==> src/sv/lru_pkg.sv <==
`default_nettype none

package lru_pkg;

    localparam logic [1:0] ACT_INSERT = 2'd0;
    localparam logic [1:0] ACT_VICTIM = 2'd1;
    localparam logic [1:0] ACT_ERASE  = 2'd2;

    typedef enum logic [1:0] {
        ST_IDLE,
        ST_SCAN,
        ST_APPLY,
        ST_POP
    } state_t;

endpackage

`default_nettype wire

==> src/sv/lru_replacer_unit.sv <==
// Least-recently-used list of up to ENTRIES keys, held in recency order in a
// circular buffer in one key RAM (one write and one registered read per
// cycle). Issue a beat with start while busy is low; exactly one result beat
// follows, shown on ok, victim_key and count for the single cycle that done
// is high, and it must be taken then. A victim beat reads the head key in
// ST_POP. An insert or erase walks the stored keys one RAM read per cycle in
// ST_SCAN and closes any gap as it goes, then settles the count and, for an
// insert with room, writes the key in ST_APPLY. An undefined action, or a
// victim on an empty list, answers in the next cycle. busy drops in the cycle
// done rises, so the next beat may be issued while a result is shown. No
// clearing pass runs after reset.
`default_nettype none

module lru_replacer_unit #(
    parameter int ENTRIES  = 16,
    parameter int KEY_BITS = 8
) (
    input  wire logic                           clk,
    input  wire logic                           rst_n,
    input  wire logic                           start,
    output logic                                busy,
    input  wire logic [1:0]                     action,
    input  wire logic [KEY_BITS-1:0]            key,
    output logic                                done,
    output logic                                ok,
    output logic      [KEY_BITS-1:0]            victim_key,
    output logic      [$clog2(ENTRIES+1)-1:0]   count
);

    import lru_pkg::*;

    localparam int IDX_W = $clog2(ENTRIES);
    localparam int CNT_W = $clog2(ENTRIES + 1);
    localparam logic [IDX_W:0]   DEPTH_X   = (IDX_W + 1)'(ENTRIES);
    localparam logic [CNT_W-1:0] FULL_CNT  = CNT_W'(ENTRIES);
    localparam logic [IDX_W-1:0] LAST_SLOT = IDX_W'(ENTRIES - 1);

    function automatic logic [IDX_W-1:0] wrap_add(input logic [IDX_W-1:0] base,
                                                  input logic [IDX_W-1:0] off);
        logic [IDX_W:0] sum;
        sum = {1'b0, base} + {1'b0, off};
        if (sum >= DEPTH_X)
        begin
            sum = sum - DEPTH_X;
        end
        return sum[IDX_W-1:0];
    endfunction

    state_t             state_reg, state_next;
    logic [CNT_W-1:0]   count_reg, count_next;
    logic [IDX_W-1:0]   head_reg, head_next;
    logic               done_reg, done_next;

    logic [IDX_W-1:0]   j_reg, j_next;
    logic [IDX_W-1:0]   cur_phys_reg, cur_phys_next;
    logic [IDX_W-1:0]   prev_phys_reg, prev_phys_next;
    logic               found_reg, found_next;
    logic [1:0]         op_reg, op_next;
    logic [KEY_BITS-1:0] key_reg, key_next;
    logic               ok_reg, ok_next;
    logic [KEY_BITS-1:0] victim_reg, victim_next;

    logic               ram_we;
    logic [IDX_W-1:0]   ram_waddr;
    logic [KEY_BITS-1:0] ram_wdata;
    logic [IDX_W-1:0]   ram_raddr;
    logic [KEY_BITS-1:0] ram_rdata;

    logic [IDX_W-1:0]   next_j;
    logic [IDX_W-1:0]   next_phys;
    logic [IDX_W-1:0]   last_j;
    logic [CNT_W-1:0]   cnt_after;
    logic               hit;

    lru_key_ram #(
        .DEPTH (ENTRIES),
        .WIDTH (KEY_BITS)
    ) u_key_ram (
        .clk   (clk),
        .we    (ram_we),
        .waddr (ram_waddr),
        .wdata (ram_wdata),
        .raddr (ram_raddr),
        .rdata (ram_rdata)
    );

    assign next_j    = j_reg + 1'b1;
    assign next_phys = wrap_add(head_reg, next_j);
    assign last_j    = IDX_W'(count_reg - 1'b1);
    assign cnt_after = count_reg - CNT_W'(found_reg);
    assign hit       = (ram_rdata == key_reg) && !found_reg;

    always_ff @(posedge clk or negedge rst_n)
    begin
        if (!rst_n)
        begin
            state_reg <= ST_IDLE;
            count_reg <= '0;
            head_reg  <= '0;
            done_reg  <= 1'b0;
        end
        else
        begin
            state_reg <= state_next;
            count_reg <= count_next;
            head_reg  <= head_next;
            done_reg  <= done_next;
        end
    end

    always_ff @(posedge clk)
    begin
        j_reg         <= j_next;
        cur_phys_reg  <= cur_phys_next;
        prev_phys_reg <= prev_phys_next;
        found_reg     <= found_next;
        op_reg        <= op_next;
        key_reg       <= key_next;
        ok_reg        <= ok_next;
        victim_reg    <= victim_next;
    end

    always_comb
    begin
        state_next     = state_reg;
        count_next     = count_reg;
        head_next      = head_reg;
        done_next      = 1'b0;
        j_next         = j_reg;
        cur_phys_next  = cur_phys_reg;
        prev_phys_next = prev_phys_reg;
        found_next     = found_reg;
        op_next        = op_reg;
        key_next       = key_reg;
        ok_next        = ok_reg;
        victim_next    = victim_reg;
        ram_we         = 1'b0;
        ram_waddr      = prev_phys_reg;
        ram_wdata      = ram_rdata;
        ram_raddr      = head_reg;

        case (state_reg)
            ST_IDLE:
            begin
                if (start)
                begin
                    op_next       = action;
                    key_next      = key;
                    found_next    = 1'b0;
                    j_next        = '0;
                    cur_phys_next = head_reg;
                    case (action)
                        ACT_INSERT, ACT_ERASE:
                        begin
                            state_next = (count_reg == '0) ? ST_APPLY : ST_SCAN;
                        end
                        ACT_VICTIM:
                        begin
                            if (count_reg != '0)
                            begin
                                state_next = ST_POP;
                            end
                            else
                            begin
                                done_next   = 1'b1;
                                ok_next     = 1'b0;
                                victim_next = '0;
                            end
                        end
                        default:
                        begin
                            done_next   = 1'b1;
                            ok_next     = 1'b0;
                            victim_next = '0;
                        end
                    endcase
                end
            end
            ST_SCAN:
            begin
                // shift each key after the match down one slot, trailing the reads
                ram_raddr      = next_phys;
                ram_we         = found_reg;
                ram_waddr      = prev_phys_reg;
                ram_wdata      = ram_rdata;
                found_next     = found_reg | hit;
                prev_phys_next = cur_phys_reg;
                cur_phys_next  = next_phys;
                j_next         = next_j;
                if (j_reg == last_j)
                begin
                    state_next = ST_APPLY;
                end
            end
            ST_APPLY:
            begin
                done_next   = 1'b1;
                victim_next = '0;
                state_next  = ST_IDLE;
                if (op_reg == ACT_ERASE)
                begin
                    count_next = cnt_after;
                    ok_next    = found_reg;
                end
                else if (cnt_after != FULL_CNT)
                begin
                    ram_we     = 1'b1;
                    ram_waddr  = wrap_add(head_reg, cnt_after[IDX_W-1:0]);
                    ram_wdata  = key_reg;
                    count_next = cnt_after + 1'b1;
                    ok_next    = 1'b1;
                end
                else
                begin
                    ok_next = 1'b0;
                end
            end
            ST_POP:
            begin
                victim_next = ram_rdata;
                head_next   = (head_reg == LAST_SLOT) ? '0 : head_reg + 1'b1;
                count_next  = count_reg - 1'b1;
                ok_next     = 1'b1;
                done_next   = 1'b1;
                state_next  = ST_IDLE;
            end
            default:
            begin
                state_next = ST_IDLE;
            end
        endcase
    end

    assign busy       = (state_reg != ST_IDLE);
    assign done       = done_reg;
    assign ok         = ok_reg;
    assign victim_key = victim_reg;
    assign count      = count_reg;

    assert property (@(posedge clk) disable iff (!rst_n)
        count_reg <= FULL_CNT)
        else $error("key count above capacity");

    assert property (@(posedge clk) disable iff (!rst_n)
        (state_reg == ST_SCAN) |-> (count_reg != '0) && (j_reg <= last_j))
        else $error("scan index outside held keys");

    assert property (@(posedge clk) disable iff (!rst_n)
        (state_reg == ST_POP) |=> done_reg && ok_reg && (count_reg == $past(count_reg) - 1'b1))
        else $error("victim pop did not drop one key");

    assert property (@(posedge clk) disable iff (!rst_n)
        (state_reg == ST_SCAN) |=> (count_reg == $past(count_reg)) && !done_reg)
        else $error("count or result changed during scan");

endmodule

`default_nettype wire

==> src/sv/lru_key_ram.sv <==
`default_nettype none

module lru_key_ram #(
    parameter int DEPTH = 16,
    parameter int WIDTH = 8
) (
    input  wire logic                     clk,
    input  wire logic                     we,
    input  wire logic [$clog2(DEPTH)-1:0] waddr,
    input  wire logic [WIDTH-1:0]         wdata,
    input  wire logic [$clog2(DEPTH)-1:0] raddr,
    output logic      [WIDTH-1:0]         rdata
);

    logic [WIDTH-1:0] mem [DEPTH];

    always_ff @(posedge clk)
    begin
        if (we)
        begin
            mem[waddr] <= wdata;
        end
    end

    always_ff @(posedge clk)
    begin
        rdata <= mem[raddr];
    end

endmodule

`default_nettype wire
==> config.mk <==
export PLATFORM = sky130hd
export DESIGN_NAME = lru_replacer_unit
export DESIGN_NICKNAME = d
export VERILOG_FILES = /design/src/sv/lru_pkg.sv /design/src/sv/lru_replacer_unit.sv /design/src/sv/lru_key_ram.sv
export SDC_FILE = /design/constraint.sdc
export NUM_CORES = 1
export LEC_CHECK = 0
export ABC_AREA = 1
export BUFFER_PORTS_ARGS = -buffer_cell sky130_fd_sc_hd__clkbuf_2
export CAP_MARGIN = 20
export CORE_MARGIN = 4
export CORE_UTILIZATION = 62
export CTS_BUF_LIST = sky130_fd_sc_hd__clkbuf_16
export CTS_CLUSTER_SIZE = 40
export DETAILED_ROUTE_END_ITERATION = 12
export GPL_TIMING_DRIVEN = 0
export MAX_ROUTING_LAYER = met4
export PLACE_DENSITY = 0.91
export SLEW_MARGIN = 20
export SYNTH_ARGS = -nofsm -noshare
export SYNTH_HDL_FRONTEND = slang
export SYNTH_SLANG_ARGS = --single-unit
==> constraint.sdc <==
create_clock -name clk -period 4 [get_ports clk]
set_input_delay 0.2 -clock clk [delete_from_list [all_inputs] [get_ports clk]]
set_output_delay 0.2 -clock clk [all_outputs]
set_load 0.02 [all_outputs]
After elaboration in Yosys (flattened, before gate mapping)
Memory sizes are Yosys's and may differ from the RTL's. A register that Yosys moved wholly into a read port is not among the register bits.
Cells that the tools add are included.
{"block": "totals", "register_bits": 44, "ramBits": 128, "in_bits": 13, "n_memories": 1}
{"block": "classes", "add_sub_neg": 9, "n_lt_le_gt_ge": 2, "eq_ne": 17, "n_mux": 43, "bitwise_logic": 1, "reduce_logical": 17}
{"memory": "u_key_ram.mem", "words": 16, "width": 8, "read_ports": 1, "rd_clocked_by_memory_dff": 1, "wr": 1, "line": "lru_key_ram.sv:15", "source": "logic [WIDTH-1:0] mem [DEPTH];"}
{"operator": "$mux 8", "count": 5}
{"operator": "$mux 4", "count": 9}
{"operator": "$pmux 8 s3", "count": 1}
{"operator": "$pmux 4 s2", "count": 2}
{"operator": "$pmux 8 s2", "count": 1}
{"operator": "$add 4x4->5", "count": 2}
{"operator": "$ge 5x5->1 const B", "count": 2}
{"operator": "$mux 1", "count": 10}
{"operator": "$mux 5", "count": 2}
{"operator": "$pmux 1 s2", "count": 5}
{"operator": "$pmux 5 s2", "count": 1}
{"operator": "$ne 3x3->1 const B", "count": 3}
{"operator": "$add 4x1->4 const B", "count": 2}
{"operator": "$eq 2x2->1 const B", "count": 4}
{"operator": "$eq 8x8->1", "count": 1}
{"operator": "$mux 2", "count": 4}
{"operator": "$reduce_and 4->1", "count": 2}
{"operator": "$sub 4x1->4 const B", "count": 2}
{"operator": "$ne 2x2->1 const B", "count": 3}
{"operator": "$pmux 2 s3", "count": 1}
{"operator": "$reduce_and 2->1", "count": 3}
{"operator": "$reduce_bool 2->1", "count": 3}
{"operator": "$add 5x1->5 const B", "count": 1}
{"operator": "$logic_not 5->1", "count": 1}
{"operator": "other kinds (16)", "count": 19}

Longest topological paths before layout
Gate-level depths: netlist (run 1).
{"block": "depth", "word_depth": 7, "ltp_mapped": 15, "ltp_nobuf": 15}

Modules after synthesis
From an unflattened synthesis (run 1), not the netlist that was laid out.
{"block": "unflattened", "hier_cells": 885, "hier_area_um2": 8500.7}
{"module": "lru_key_ram", "instances": 1, "cells_per_inst": 551, "area_each_um2": 5766.8}
{"module": "lru_replacer_unit", "instances": 1, "cells_per_inst": 334, "area_each_um2": 2733.9}

Least setup slack after synthesis (run 1)
Ideal clock, no wire load.
{"block": "synth_path", "path_type": "register to register", "from": "register count_reg[0] (netlist: count[0])", "to": "memory u_key_ram.mem[0][5], data pin", "setup_time_ns": 0.330, "arrival_ns": 2.583, "required_time_ns": 3.670, "setup_slack_ns": 1.087, "path_stages_with_launch": 12, "path_buffers": 1, "period_less_slack_ns": 2.913, "cell_sequence": "dfrtp_1 inv_1 ha_1 xor2_1 inv_1 ha_1 nand2_1 nor2_4 nand2_4 nand2_4 clkbuf_1 o21ai_0"}
{"block": "synth_via", "elab_chain_cells": 5}
{"item": "start: declaration", "line": "lru_replacer_unit.sv:50", "source": "logic [CNT_W-1:0] count_reg, count_next;"}
{"item": "start signal: assignment", "line": "lru_replacer_unit.sv:105", "source": "count_reg <= count_next;"}
{"item": "$sub 5x1->5", "line": "lru_replacer_unit.sv:90", "source": "assign cnt_after = count_reg - CNT_W'(found_reg);"}
{"item": "$ne 5x5->1", "line": "lru_replacer_unit.sv:205", "source": "else if (cnt_after != FULL_CNT)"}
{"item": "$mux 8", "line": "lru_replacer_unit.sv:205"}
{"item": "$mux 8", "line": "lru_replacer_unit.sv:200", "source": "if (op_reg == ACT_ERASE)"}
{"item": "$mux 8", "line": "lru_replacer_unit.sv:142", "source": "case (state_reg)"}
{"item": "named net ram_wdata[5]", "line": "lru_replacer_unit.sv:65", "source": "logic [KEY_BITS-1:0] ram_wdata;"}
{"item": "end: declaration", "line": "lru_key_ram.sv:15"}
The timed path passes the listed nets, and every way through them passes these cells.

Worst setup path in the final report (run 1)
{"block": "layout_path", "from": "register count_reg[0] (netlist: count[0])", "to": "memory u_key_ram.mem[6][6] (enable)"}
{"block": "layout_via", "elab_chain_cells": 7, "elab_cells_between_ends": 14}
{"item": "$sub 5x1->5 *", "line": "lru_replacer_unit.sv:90"}
{"item": "$add 4x4->5 or $ne 5x5->1 (tied branches)", "line": "lru_replacer_unit.sv:41, lru_replacer_unit.sv:205"}
{"item": "$sub 4x1->4, or another cell as far along", "line": "lru_replacer_unit.sv:44", "source": "sum = sum - DEPTH_X;"}
{"item": "$mux 4 or $mux 1 (tied branches)", "line": "lru_replacer_unit.sv:42, lru_replacer_unit.sv:200"}
{"item": "$mux 4 or $pmux 1 s2 (tied branches)", "line": "lru_replacer_unit.sv:205, lru_replacer_unit.sv:142"}
{"item": "$mux 4 or $mux 1 (tied branches)", "line": "lru_replacer_unit.sv:200, lru_key_ram.sv:19"}
{"item": "$mux 4 or $mux 1 (tied branches)", "line": "lru_replacer_unit.sv:142, lru_key_ram.sv:21"}
Every way passes the cells marked *; elsewhere a longest branch is shown, timed or not.

==> results of run 1 <==
layer usage:
metal,share of wire (%),GRT usage [%],vias to the layer above
li1,-,-,2934
met3,10,7.42,115
met1,37,35.1,3057
met5,0,-,-
met2,49,45.0,470
met4,4.6,13.4,0
worst paths after layout:
path | from | end | slack [ps] | cells past startpoint
max | count[0] | u_key_ram.mem[6][6] | 610 | 11
min | rst_n | count[0] | 200 | 2
max reg2reg | count[0] | u_key_ram.mem[6][6] | 610 | 11
min reg2reg | cur_phys_reg[3] | prev_phys_reg[3] | 420 | 0
max in group asynchronous | rst_n | head_reg[1] | 3550 | 2
min in group clk | start | state_reg[1] | 220 | 5
placed cells by master (no fill, tap or decap), types with 2 or more instances in the layout:
cell type	count
sky130_fd_sc_hd__o21ai_2	6
sky130_fd_sc_hd__dfrtp_1	12
sky130_fd_sc_hd__nand2_1	256
sky130_fd_sc_hd__o211ai_1	26
sky130_fd_sc_hd__or2_2	7
sky130_fd_sc_hd__a21oi_1	25
sky130_fd_sc_hd__ha_1	17
sky130_fd_sc_hd__nand2_2	6
sky130_fd_sc_hd__fa_1	2
sky130_fd_sc_hd__nand3_1	46
sky130_fd_sc_hd__o21ai_1	34
sky130_fd_sc_hd__dfxtp_1	8
sky130_fd_sc_hd__clkinvlp_4	6
sky130_fd_sc_hd__o21ai_0	20
sky130_fd_sc_hd__edfxtp_1	160
sky130_fd_sc_hd__buf_4	5
sky130_fd_sc_hd__inv_1	120
sky130_fd_sc_hd__clkbuf_2	28
sky130_fd_sc_hd__xnor2_1	5
sky130_fd_sc_hd__buf_2	12
sky130_fd_sc_hd__buf_6	5
sky130_fd_sc_hd__nand3b_1	2
sky130_fd_sc_hd__nand2_4	4
sky130_fd_sc_hd__clkbuf_16	17
sky130_fd_sc_hd__clkinv_2	2
sky130_fd_sc_hd__dlygate4sd3_1	11
sky130_fd_sc_hd__nor2_1	45
sky130_fd_sc_hd__nand4_1	5
sky130_fd_sc_hd__nand3_2	4
sky130_fd_sc_hd__clkbuf_1	10
sky130_fd_sc_hd__clkinv_1	2
sky130_fd_sc_hd__xor2_1	6
sky130_fd_sc_hd__clkinv_4	2
final cells by class:
class	count	area (sq um)	area share [%]
plain buffers	28	143	1.50
clock buffers	17	425	4.47
clock inverters	14	92.6	0.972
inverters	120	450	4.73
multi-input cells	523	2620	27.5
flip-flops and latches	180	5270	55.3
well taps	176	220	2.31
repair buffers	44	303	3.18
metrics by stage:
| step | TNS, ps | std cells | utilization (%) | area, sq um |
|---|---|---|---|---|
| after global routing | 0 | 1102 | 71.6 | 9520 |
| after CTS | 0 | 1102 | 71.6 | 9520 |
| after floorplan | 0 | 851 | - | 8460 |
| final | 0 | 1102 | 71.6 | 9520 |
| after detailed placement | 0 | 1060 | 66.9 | 8890 |
| after global placement | -13550 | 1055 | 66.3 | 8820 |
what timing repair did:
| action | in CTS | in global routing |
|---|---|---|
| hold buffers | 11 | 0 |
| endpoints found under the hold margin | 22 | 0 |
| resized for setup | 0 | 0 |
cells by family (layout without fill, tap and decap cells):
logic type	after synthesis	count (layout)	share of synthesized area [%]
AND/OR/NAND/NOR	379	379	18.9
flip-flops	180	180	62.2
buffers and inverters	148	223	7.01
AO/OA/AOI/OAI	114	114	7.68
adder cells (fa/ha/maj)	19	19	2.99
XOR/XNOR	11	11	1.14
==> results.sh, run 1 <==
export IMPL_post_dr_vias_cell=5.97
export IMPL_area_growth_syn_to_layout_pct=12.6
export IMPL_global_placer_s_final_weighted_congestion=0.975
export IMPL_portBuffers=28
export IMPL_routedWlPerCell_um=19.0
export IMPL_die_area_sq_mm=0.0156
export IMPL_seq_cells_post_synth=180
export IMPL_dr_first_iter_drc_count=1066
export IMPL_grt_first_pass_wirelength_um=34100
export IMPL_cts_path_max_buffers=2
export IMPL_num_io_pins=29
export IMPL_antenna_violations_before_repair=0
export IMPL_htree_levels=4
export IMPL_placementRows=42
export IMPL_synthDominantAreaCellType="sky130_fd_sc_hd__edfxtp_1"
export IMPL_maxCapViolCount=0
export IMPL_hold_crit_path_type="in2async"
export IMPL_synth_top_area_share_pct=56.8
export IMPL_worst_path_dominant_cell_family="simple AND/OR/NAND/NOR gates"
export IMPL_tightest_slew_ps=930
export IMPL_proportion_of_layout_cells_with_a_drive_suffix_above_1_pct=11.8
export IMPL_cts_tree="done"
export IMPL_cts_buffers=17
export IMPL_synth_seq_area_share_pct=62.2
export IMPL_worst_endpoint_arrival_ps=3470
export IMPL_postSynth_asyncResetShare_pct=6.67
export IMPL_core_sq_mm=0.0133
export IMPL_synth_yosys_warnings=0
export IMPL_finalHoldViolCount=0
export IMPL_yosys_top_cells_count="sky130_fd_sc_hd__nand2_1 (256), sky130_fd_sc_hd__edfxtp_1 (160), sky130_fd_sc_hd__inv_1 (119)"
export IMPL_drc=0
export IMPL_grt_overflow=0
export IMPL_timing_critical_path_required_ps=4070
export IMPL_synth_cell_area_sq_mm=0.00846
export IMPL_detail_route_antenna_nets=0
export IMPL_dominantRegCellSynth="sky130_fd_sc_hd__edfxtp_1"
export IMPL_post_cts_setup_buffer_count=0
export IMPL_clock_skew_final_ps=12.9
export IMPL_post_place_ws_ps=666
export IMPL_synth_edff_count=160
export IMPL_drt_total_wl_um=20900
export IMPL_worstSkewPairLatency_ps=440
export IMPL_post_synth_cell_area_avg_sq_um=9.94
export IMPL_critPathCaptureType="flop"
export IMPL_maximum_single_stage_delay_on_the_critical_path_ps=610
export IMPL_insertedDiodeCount=0
export IMPL_synthMostInstantiatedCell="sky130_fd_sc_hd__nand2_1"
export IMPL_fmax_ghz=0.295
export IMPL_period_minus_slack_ps=3390
export IMPL_firstDrtPassIters=8
export IMPL_critical_path_class="reg2reg"
export IMPL_dp_hpwl_um=13800
export IMPL_route_vias_total=6576
export IMPL_mappedNetlistNets=883
export IMPL_worstPathMaxFanout=8
export IMPL_largest_register="u_key_ram.mem"
export IMPL_hold_slack_ps=205
export IMPL_path_cells="inv_1 -> ha_1 -> xor2_1 -> inv_1 -> fa_1 -> xor2_1 -> nand3_1 -> nand2_1 -> inv_1 -> nand3_1 -> nor2_1"
export IMPL_netlist_instances=851
export IMPL_status="finished, final reports clean"
export IMPL_synth_cell_type_count=34
export IMPL_clkSinkCount=180
export IMPL_critical_path_n_buffers_inverters=3
export IMPL_clock_tree_root_cell="sky130_fd_sc_hd__clkbuf_16"
export IMPL_crit_slowest_cell="sky130_fd_sc_hd__nor2_1"
export IMPL_clk_pin_slew_ps=70
export IMPL_timing_slew_headroom_pct=38.0
export IMPL_synth_area_leaders="sky130_fd_sc_hd__edfxtp_1 (57%), sky130_fd_sc_hd__nand2_1 (11%), sky130_fd_sc_hd__inv_1 (5.3%), sky130_fd_sc_hd__dfrtp_1 (3.6%), sky130_fd_sc_hd__nand3_1 (2.7%)"
export IMPL_number_of_flip_flops_under_the_largest_register_name=128
export IMPL_final_period_utilization_pct=84.8
export IMPL_unrepaired_setup_endpoints_after_global_routing="false"
export IMPL_vertical_extent_of_the_die_um=125
export IMPL_pin_count_of_the_biggest_net_entering_global_routing=17
export IMPL_grt_total_usage_pct=28.7
export IMPL_start_util_pct=63.6
export IMPL_slew_viol_final=0
export IMPL_finalSetupViolations=0
export IMPL_floorplan_die_width_um=125
export IMPL_final_critical_path_setup_slack_ps=606
export IMPL_num_fill_cells=807
export IMPL_critical_path_startpoint_type="flop"
export IMPL_critical_path_most_common_cell="sky130_fd_sc_hd__inv_1"
export IMPL_first_global_vias=6695
export IMPL_fin_nets=946
Power of run 1 is left out: the tool's default activity adds up to more than one toggle a clock period on the data nets, which glitch-free logic cannot reach.
==> run 2, diff against run 1 <==
ABC_AREA = 0   (was 1)
clock period = 3.3 ns   (was 4 ns; I/O delays follow)
==> results.sh, run 2 <==
export IMPL_fmax_ghz=0.282
export IMPL_regToRegStartpoint="state_reg[1]"
export IMPL_clock_tree_root_cell="sky130_fd_sc_hd__clkbuf_16"
export IMPL_cts_tree="done"
export IMPL_antenna_violations_before_repair=1
export IMPL_synthMostInstantiatedCell="sky130_fd_sc_hd__edfxtp_1"
export IMPL_post_synth_cell_area_avg_sq_um=14.9
export IMPL_worst_endpoint_arrival_ps=3840
export IMPL_capturing_instance_or_port_of_the_critical_path="u_key_ram.rdata[2]"
export IMPL_slew_viol_final=0
export IMPL_dr_first_iter_drc_count=1203
export IMPL_portBuffers=28
export IMPL_synth_edff_count=160
export IMPL_drc=0
export IMPL_synth_area_mux_share_pct=16.1
export IMPL_finalSetupViolations=94
export IMPL_multi_input_comb_area_sq_mm=0.00315
export IMPL_htree_levels=4
export IMPL_start_util_pct=64.1
export IMPL_yosys_top_cells_count="sky130_fd_sc_hd__edfxtp_1 (160), sky130_fd_sc_hd__mux2i_1 (126), sky130_fd_sc_hd__nand2_1 (36)"
export IMPL_hold_slack_ps=148
export IMPL_first_global_vias=5582
export IMPL_num_io_pins=29
export IMPL_r2r_worst_path_cells=9
export IMPL_tightest_slew_ps=913
export IMPL_proportion_of_layout_cells_with_a_drive_suffix_above_1_pct=24.4
export IMPL_period_minus_slack_ps=3550
export IMPL_number_of_flip_flops_under_the_largest_register_name=128
export IMPL_floorplan_die_width_um=123
export IMPL_dp_hpwl_um=11900
export IMPL_final_critical_path_setup_slack_ps=-247
export IMPL_critPathCaptureType="flop"
export IMPL_synth_seq_area_share_pct=64.0
export IMPL_clock_skew_final_ps=14.1
export IMPL_grt_first_pass_wirelength_um=34100
export IMPL_yosys_area_share_simple_pct=6.43
export IMPL_global_placer_s_final_weighted_congestion=0.899
export IMPL_finalHoldViolCount=0
export IMPL_internal_reg_to_reg_setup_slack_ps=-250
export IMPL_maxCapViolCount=0
export IMPL_synth_area_leaders="sky130_fd_sc_hd__edfxtp_1 (58%), sky130_fd_sc_hd__mux2i_1 (15%), sky130_fd_sc_hd__dfrtp_1 (3.7%), sky130_fd_sc_hd__ha_1 (2.6%), sky130_fd_sc_hd__dfxtp_1 (1.9%)"
export IMPL_area_growth_syn_to_layout_pct=22.5
export IMPL_synth_cell_area_sq_mm=0.00823
export IMPL_vertical_extent_of_the_die_um=123
export IMPL_seq_cells_post_synth=180
export IMPL_timing_critical_path_required_ps=3590
export IMPL_post_dr_vias_cell=7.04
export IMPL_synth_yosys_warnings=0
export IMPL_critical_path_class="reg2reg"
export IMPL_critical_path_startpoint_type="flop"
export IMPL_ff_latch_area_sq_mm=0.00527
export IMPL_fin_tns_setup_ps=-4720
export IMPL_synth_top_area_share_pct=58.4
export IMPL_detail_route_antenna_nets=0
export IMPL_core_sq_mm=0.0128
export IMPL_synthDominantAreaCellType="sky130_fd_sc_hd__edfxtp_1"
export IMPL_layout_cells_most_common="sky130_fd_sc_hd__edfxtp_1"
export IMPL_drt_total_wl_um=25100
export IMPL_clk_pin_slew_ps=80
export IMPL_grt_overflow=0
export IMPL_critical_path_reg2reg_endpoint="u_key_ram.rdata[2]"
export IMPL_post_synth_xor_area_fraction_pct=3.41
export IMPL_synth_top_family_by_area="multiplexers"
export IMPL_route_vias_total=5828
export IMPL_worst_setup_path_startpoint="state_reg[1]"
export IMPL_synth_adder_area_share_pct=3.07
export IMPL_postSynth_asyncResetShare_pct=6.67
export IMPL_mappedNetlistNets=585
export IMPL_synth_cell_type_count=57
export IMPL_die_area_sq_mm=0.0152
export IMPL_worstPathMaxFanout=10
export IMPL_placementRows=41
export IMPL_status="complete, but fails checks"
export IMPL_num_fill_cells=611
export IMPL_timing_slew_headroom_pct=38.7
export IMPL_final_period_utilization_pct=107
export IMPL_fraction_of_the_mapped_netlist_area_in_compound_gates_pct=4.38
export IMPL_pin_count_of_the_biggest_net_entering_global_routing=17
export IMPL_failed_checks="setup timing"
export IMPL_netlist_instances=553
export IMPL_fin_nets=674
export IMPL_dominantRegCellSynth="sky130_fd_sc_hd__edfxtp_1"
export IMPL_hold_crit_path_type="in2async"
export IMPL_largest_register="u_key_ram.mem"
export IMPL_routedWlPerCell_um=30.3
export IMPL_clkSinkCount=180
export IMPL_cts_path_max_buffers=2
export IMPL_worstSkewPairLatency_ps=450
export IMPL_cts_buffers=17
export IMPL_grt_total_usage_pct=32.8
export IMPL_most_common_layout_cells="sky130_fd_sc_hd__edfxtp_1 (160), sky130_fd_sc_hd__mux2i_1 (123), sky130_fd_sc_hd__nand2_1 (36)"
export IMPL_firstDrtPassIters=6
[run 2: cell types whose count changed after synthesis, sizes merged, moves of 9 or more]
| cell | delta |
|---|---|
| nor2 | -35 |
| nand3 | -47 |
| o21ai | -49 |
| nand2 | -230 |
| inv | -99 |
| and2 | +13 |
| o211ai | -25 |
| a21oi | -15 |
| nor4b | +9 |
| nor3 | +10 |
| mux2i | +128 |
| xnor2 | +11 |
[run 2: repair_timing]
item	in CTS	in global routing
hold buffers	11	0
resized for setup	33	25
gates cloned	0	0
setup buffers	20	7
pin swaps	16	7
hold endpoints to repair	22	0
endpoints found under the setup margin	256	262
[run 2: cell families after synthesis]
group                    Yosys count
multiplexers                     131
flip-flops                       180
AND/OR/NAND/NOR                  101
AO/OA/AOI/OAI                     49
buffers and inverters             44
XOR/XNOR                          29
adder cells (fa/ha/maj)           19
[run 2: stage by stage]
| stage | setup slack [ps] | instance area [sq um] | utilization [%] | instances |
|---|---|---|---|---|
| final | -247 | 10100 | 78.6 | 828 |
| after CTS | 1.72 | 9870 | 77.0 | 820 |
| after detailed placement | -768 | 8680 | 67.7 | 758 |
| after global routing | -309 | 10100 | 78.6 | 828 |
| after global placement | -1170 | 8610 | 67.2 | 753 |
| after floorplan | -355 | 8260 | - | 553 |
[run 2: worst max-delay path: stages, from the launching register on]
cell,delay (ps)
sky130_fd_sc_hd__dfrtp_1,430
sky130_fd_sc_hd__inv_1,140
sky130_fd_sc_hd__ha_1,400
sky130_fd_sc_hd__mux2i_2,480
sky130_fd_sc_hd__buf_2,400
sky130_fd_sc_hd__clkbuf_4,350
sky130_fd_sc_hd__mux2i_1,400
sky130_fd_sc_hd__mux2i_1,180
sky130_fd_sc_hd__mux2i_1,430
sky130_fd_sc_hd__mux2i_1,170
[run 2: final cells by class]
type | count | share of cell area, %
antenna | 1 | 0.0248
buffer | 22 | 1.33
clock buffer | 17 | 4.22
clock inverter | 15 | 1.64
inverter | 21 | 0.782
multi-input combinational | 329 | 31.3
sequential | 180 | 52.3
tap | 172 | 2.14
timing repair buffer | 71 | 6.32
[run 2: how the worst min path moves through the flow]
stage	start	to	cells past startpoint
CTS	rst_n	count[1]	2
global route	rst_n	count[1]	2
global placement	rst_n	count[3]	1
detailed placement	rst_n	count[4]	1
finish	rst_n	count[1]	2
floorplan	rst_n	count[0]	0
[run 2: per-layer routing]
metal / vias to the layer above / share of wire [%] / track usage [%]
li1: 2262 / - / -
met1: 2783 / 34 / 39.2
met2: 589 / 45 / 50.4
met3: 194 / 13 / 9.10
met4: 0 / 9.1 / 18.5
met5: - / 0 / -
Power of run 2 is left out for the same reason.
==> run 3, diff against run 2 <==
CORE_UTILIZATION = 61   (was 62)
PLACE_DENSITY = 0.9   (was 0.91)
SYNTH_HIERARCHICAL = 1   (was not set)
TNS_END_PERCENT = 100   (was not set)
==> results.sh, run 3 <==
export IMPL_unrepaired_setup_endpoints_after_global_routing="true"
export IMPL_critPathCaptureType="flop"
export IMPL_most_common_layout_cells="sky130_fd_sc_hd__edfxtp_1 (160), sky130_fd_sc_hd__clkbuf_2 (28), sky130_fd_sc_hd__mux4_2 (18)"
export IMPL_tightest_slew_ps=776
export IMPL_num_io_pins=29
export IMPL_final_period_utilization_pct=98.3
export IMPL_synth_area_leaders="sky130_fd_sc_hd__edfxtp_1 (62%), sky130_fd_sc_hd__mux4_2 (5.2%), sky130_fd_sc_hd__mux4_1 (4.7%), sky130_fd_sc_hd__dfrtp_1 (3.9%), sky130_fd_sc_hd__ha_1 (2.7%)"
export IMPL_grt_first_pass_wirelength_um=30100
export IMPL_maxCapViolCount=0
export IMPL_start_util_pct=63.4
export IMPL_htree_levels=4
export IMPL_final_critical_path_setup_slack_ps=56.2
export IMPL_detail_route_antenna_nets=0
export IMPL_worstSkewPairLatency_ps=440
export IMPL_num_fill_cells=572
export IMPL_insertedDiodeCount=0
export IMPL_groute_layer_met3_usage_pct=8.39
export IMPL_placementRows=40
export IMPL_globalRouteMet1Util_pct=33.2
export IMPL_cts_buffers=17
export IMPL_cts_path_max_buffers=2
export IMPL_largest_register="u_key_ram/mem"
export IMPL_synth_seq_area_share_pct=67.7
export IMPL_capturing_instance_or_port_of_the_critical_path="u_key_ram/mem[12][5]"
export IMPL_proportion_of_layout_cells_with_a_drive_suffix_above_1_pct=31.2
export IMPL_yosys_top_cells_count="sky130_fd_sc_hd__edfxtp_1 (160), sky130_fd_sc_hd__nor2_1 (20), sky130_fd_sc_hd__mux4_2 (18)"
export IMPL_die_area_sq_mm=0.0146
export IMPL_pin_count_of_the_biggest_net_entering_global_routing=17
export IMPL_portBuffers=28
export IMPL_busiest_layer="met2"
export IMPL_grt_total_usage_pct=29.8
export IMPL_finalHoldViolCount=0
export IMPL_critical_path_class="reg2reg"
export IMPL_grt_overflow=0
export IMPL_timing_slew_headroom_pct=48.1
export IMPL_clock_tree_root_cell="sky130_fd_sc_hd__clkbuf_16"
export IMPL_area_growth_syn_to_layout_pct=18.5
export IMPL_fmax_ghz=0.308
export IMPL_vertical_extent_of_the_die_um=121
export IMPL_worst_setup_path_startpoint="count[0]"
export IMPL_seq_cells_post_synth=180
export IMPL_number_of_flip_flops_under_the_largest_register_name=128
export IMPL_post_place_ws_ps=-357
export IMPL_floorplan_die_width_um=121
export IMPL_netlist_instances=438
export IMPL_r2r_worst_path_cells=10
export IMPL_postSynth_asyncResetShare_pct=6.67
export IMPL_hold_crit_path_type="in2async"
export IMPL_cts_tree="done"
export IMPL_global_placer_s_final_weighted_congestion=0.817
export IMPL_internal_reg_to_reg_setup_slack_ps=60
export IMPL_first_global_vias=4858
export IMPL_synth_cell_type_count=53
export IMPL_clock_skew_final_ps=14.0
export IMPL_antenna_violations_before_repair=0
export IMPL_layout_cells_most_common="sky130_fd_sc_hd__edfxtp_1"
export IMPL_slew_viol_final=0
export IMPL_regToRegStartpoint="count[0]"
export IMPL_synthDominantAreaCellType="sky130_fd_sc_hd__edfxtp_1"
export IMPL_clk_pin_slew_ps=70
export IMPL_route_vias_total=4813
export IMPL_status="finished, final reports clean"
export IMPL_finalSetupViolations=0
export IMPL_drt_total_wl_um=20000
export IMPL_post_synth_cell_area_avg_sq_um=17.8
export IMPL_worstPathMaxFanout=8
export IMPL_synth_cell_area_sq_mm=0.00778
export IMPL_synth_yosys_warnings=6
export IMPL_post_dr_vias_cell=6.91
export IMPL_routedWlPerCell_um=28.8
export IMPL_critical_path_reg2reg_endpoint="u_key_ram/mem[12][5]"
export IMPL_drc=0
export IMPL_mappedNetlistNets=470
export IMPL_period_minus_slack_ps=3240
export IMPL_dp_hpwl_um=10900
export IMPL_timing_critical_path_required_ps=3450
export IMPL_synth_top_area_share_pct=61.8
export IMPL_core_sq_mm=0.0123
export IMPL_hold_slack_ps=205
export IMPL_fin_nets=548
export IMPL_dr_first_iter_drc_count=686
export IMPL_dominantRegCellSynth="sky130_fd_sc_hd__edfxtp_1"
export IMPL_worst_endpoint_arrival_ps=3400
export IMPL_grt_util_met2_pct=47.6
export IMPL_synth_edff_count=160
export IMPL_synthMostInstantiatedCell="sky130_fd_sc_hd__edfxtp_1"
export IMPL_firstDrtPassIters=6
export IMPL_clkSinkCount=180
export IMPL_critical_path_startpoint_type="flop"
[run 3: cell count changes in the layout (fill, tap and decap cells not counted), moves of 6 or more]
cell	change
sky130_fd_sc_hd__mux4_2	+18
sky130_fd_sc_hd__mux2i_1	-121
sky130_fd_sc_hd__a22oi_1	+11
sky130_fd_sc_hd__nor2_4	+11
sky130_fd_sc_hd__mux2_4	+7
sky130_fd_sc_hd__buf_2	-7
sky130_fd_sc_hd__buf_12	-6
sky130_fd_sc_hd__nor4b_4	-8
sky130_fd_sc_hd__inv_1	-13
sky130_fd_sc_hd__mux4_1	+14
sky130_fd_sc_hd__nand2_1	-19
[run 3: final cells by class]
cell class | count | area (sq um) | area share, %
Sequential cell | 180 | 5270 | 57.1
Inverter | 8 | 30.0 | 0.326
Multi-Input combinational cell | 233 | 2580 | 28.0
Tap cell | 168 | 210 | 2.28
Clock buffer | 17 | 425 | 4.62
Clock inverter | 15 | 108 | 1.17
Buffer | 17 | 133 | 1.44
Timing Repair Buffer | 59 | 463 | 5.02
[run 3: critical path: stages, from the launching register on]
cell                      delay (ps)
sky130_fd_sc_hd__dfrtp_2         430
sky130_fd_sc_hd__inv_2            80
sky130_fd_sc_hd__ha_2            400
sky130_fd_sc_hd__inv_1           100
sky130_fd_sc_hd__ha_1            230
sky130_fd_sc_hd__fa_1            400
sky130_fd_sc_hd__xnor2_1         140
sky130_fd_sc_hd__a21oi_1         380
sky130_fd_sc_hd__nand3_2         340
sky130_fd_sc_hd__nor3_4          290
sky130_fd_sc_hd__buf_12          160
[run 3: metrics by stage]
step / area [sq um] / setup TNS, ps / util (%) / instances
floorplan: 7810 / 0 / - / 438
global placement: 8160 / -16670 / 66.6 / 634
detailed placement: 8170 / -30370 / 66.7 / 634
CTS: 9080 / 0 / 74.1 / 689
global route: 9220 / -185 / 75.2 / 697
finish: 9220 / 0 / 75.2 / 697
[run 3: cells by family after synthesis]
group / Yosys count / share of synthesized area, %
AND/OR/NAND/NOR: 83 / 5.90
AO/OA/AOI/OAI: 50 / 4.60
buffers and inverters: 25 / 2.09
XOR/XNOR: 30 / 3.47
adder cells (fa/ha/maj): 19 / 3.25
flip-flops: 180 / 67.7
multiplexers: 51 / 13.0
[run 3: layer usage]
layer | vias up | wire, um
met5 | - | 0
met4 | 0 | 1610
met3 | 139 | 1910
met2 | 430 | 9850
met1 | 2364 | 6670
li1 | 1880 | -
[run 3: worst min path at each step]
stage | end | slack (ps) | depth (start not counted)
4_1_cts | head_reg[2] | 180 | 2
2_1_floorplan | count[0] | -130 | 0
5_1_grt | state_reg[1] | 220 | 2
3_3_place_gp | count[3] | 70 | 1
6_report | state_reg[1] | 210 | 2
3_5_place_dp | count[1] | 80 | 1
[run 3: what timing repair did]
item,CTS,global route
setup buffers,12,8
endpoints found under the setup margin,128,129
hold buffers,11,0
pin swaps,8,3
hold endpoints to repair,22,0
resized for setup,28,16
Power of run 3 is left out for the same reason.
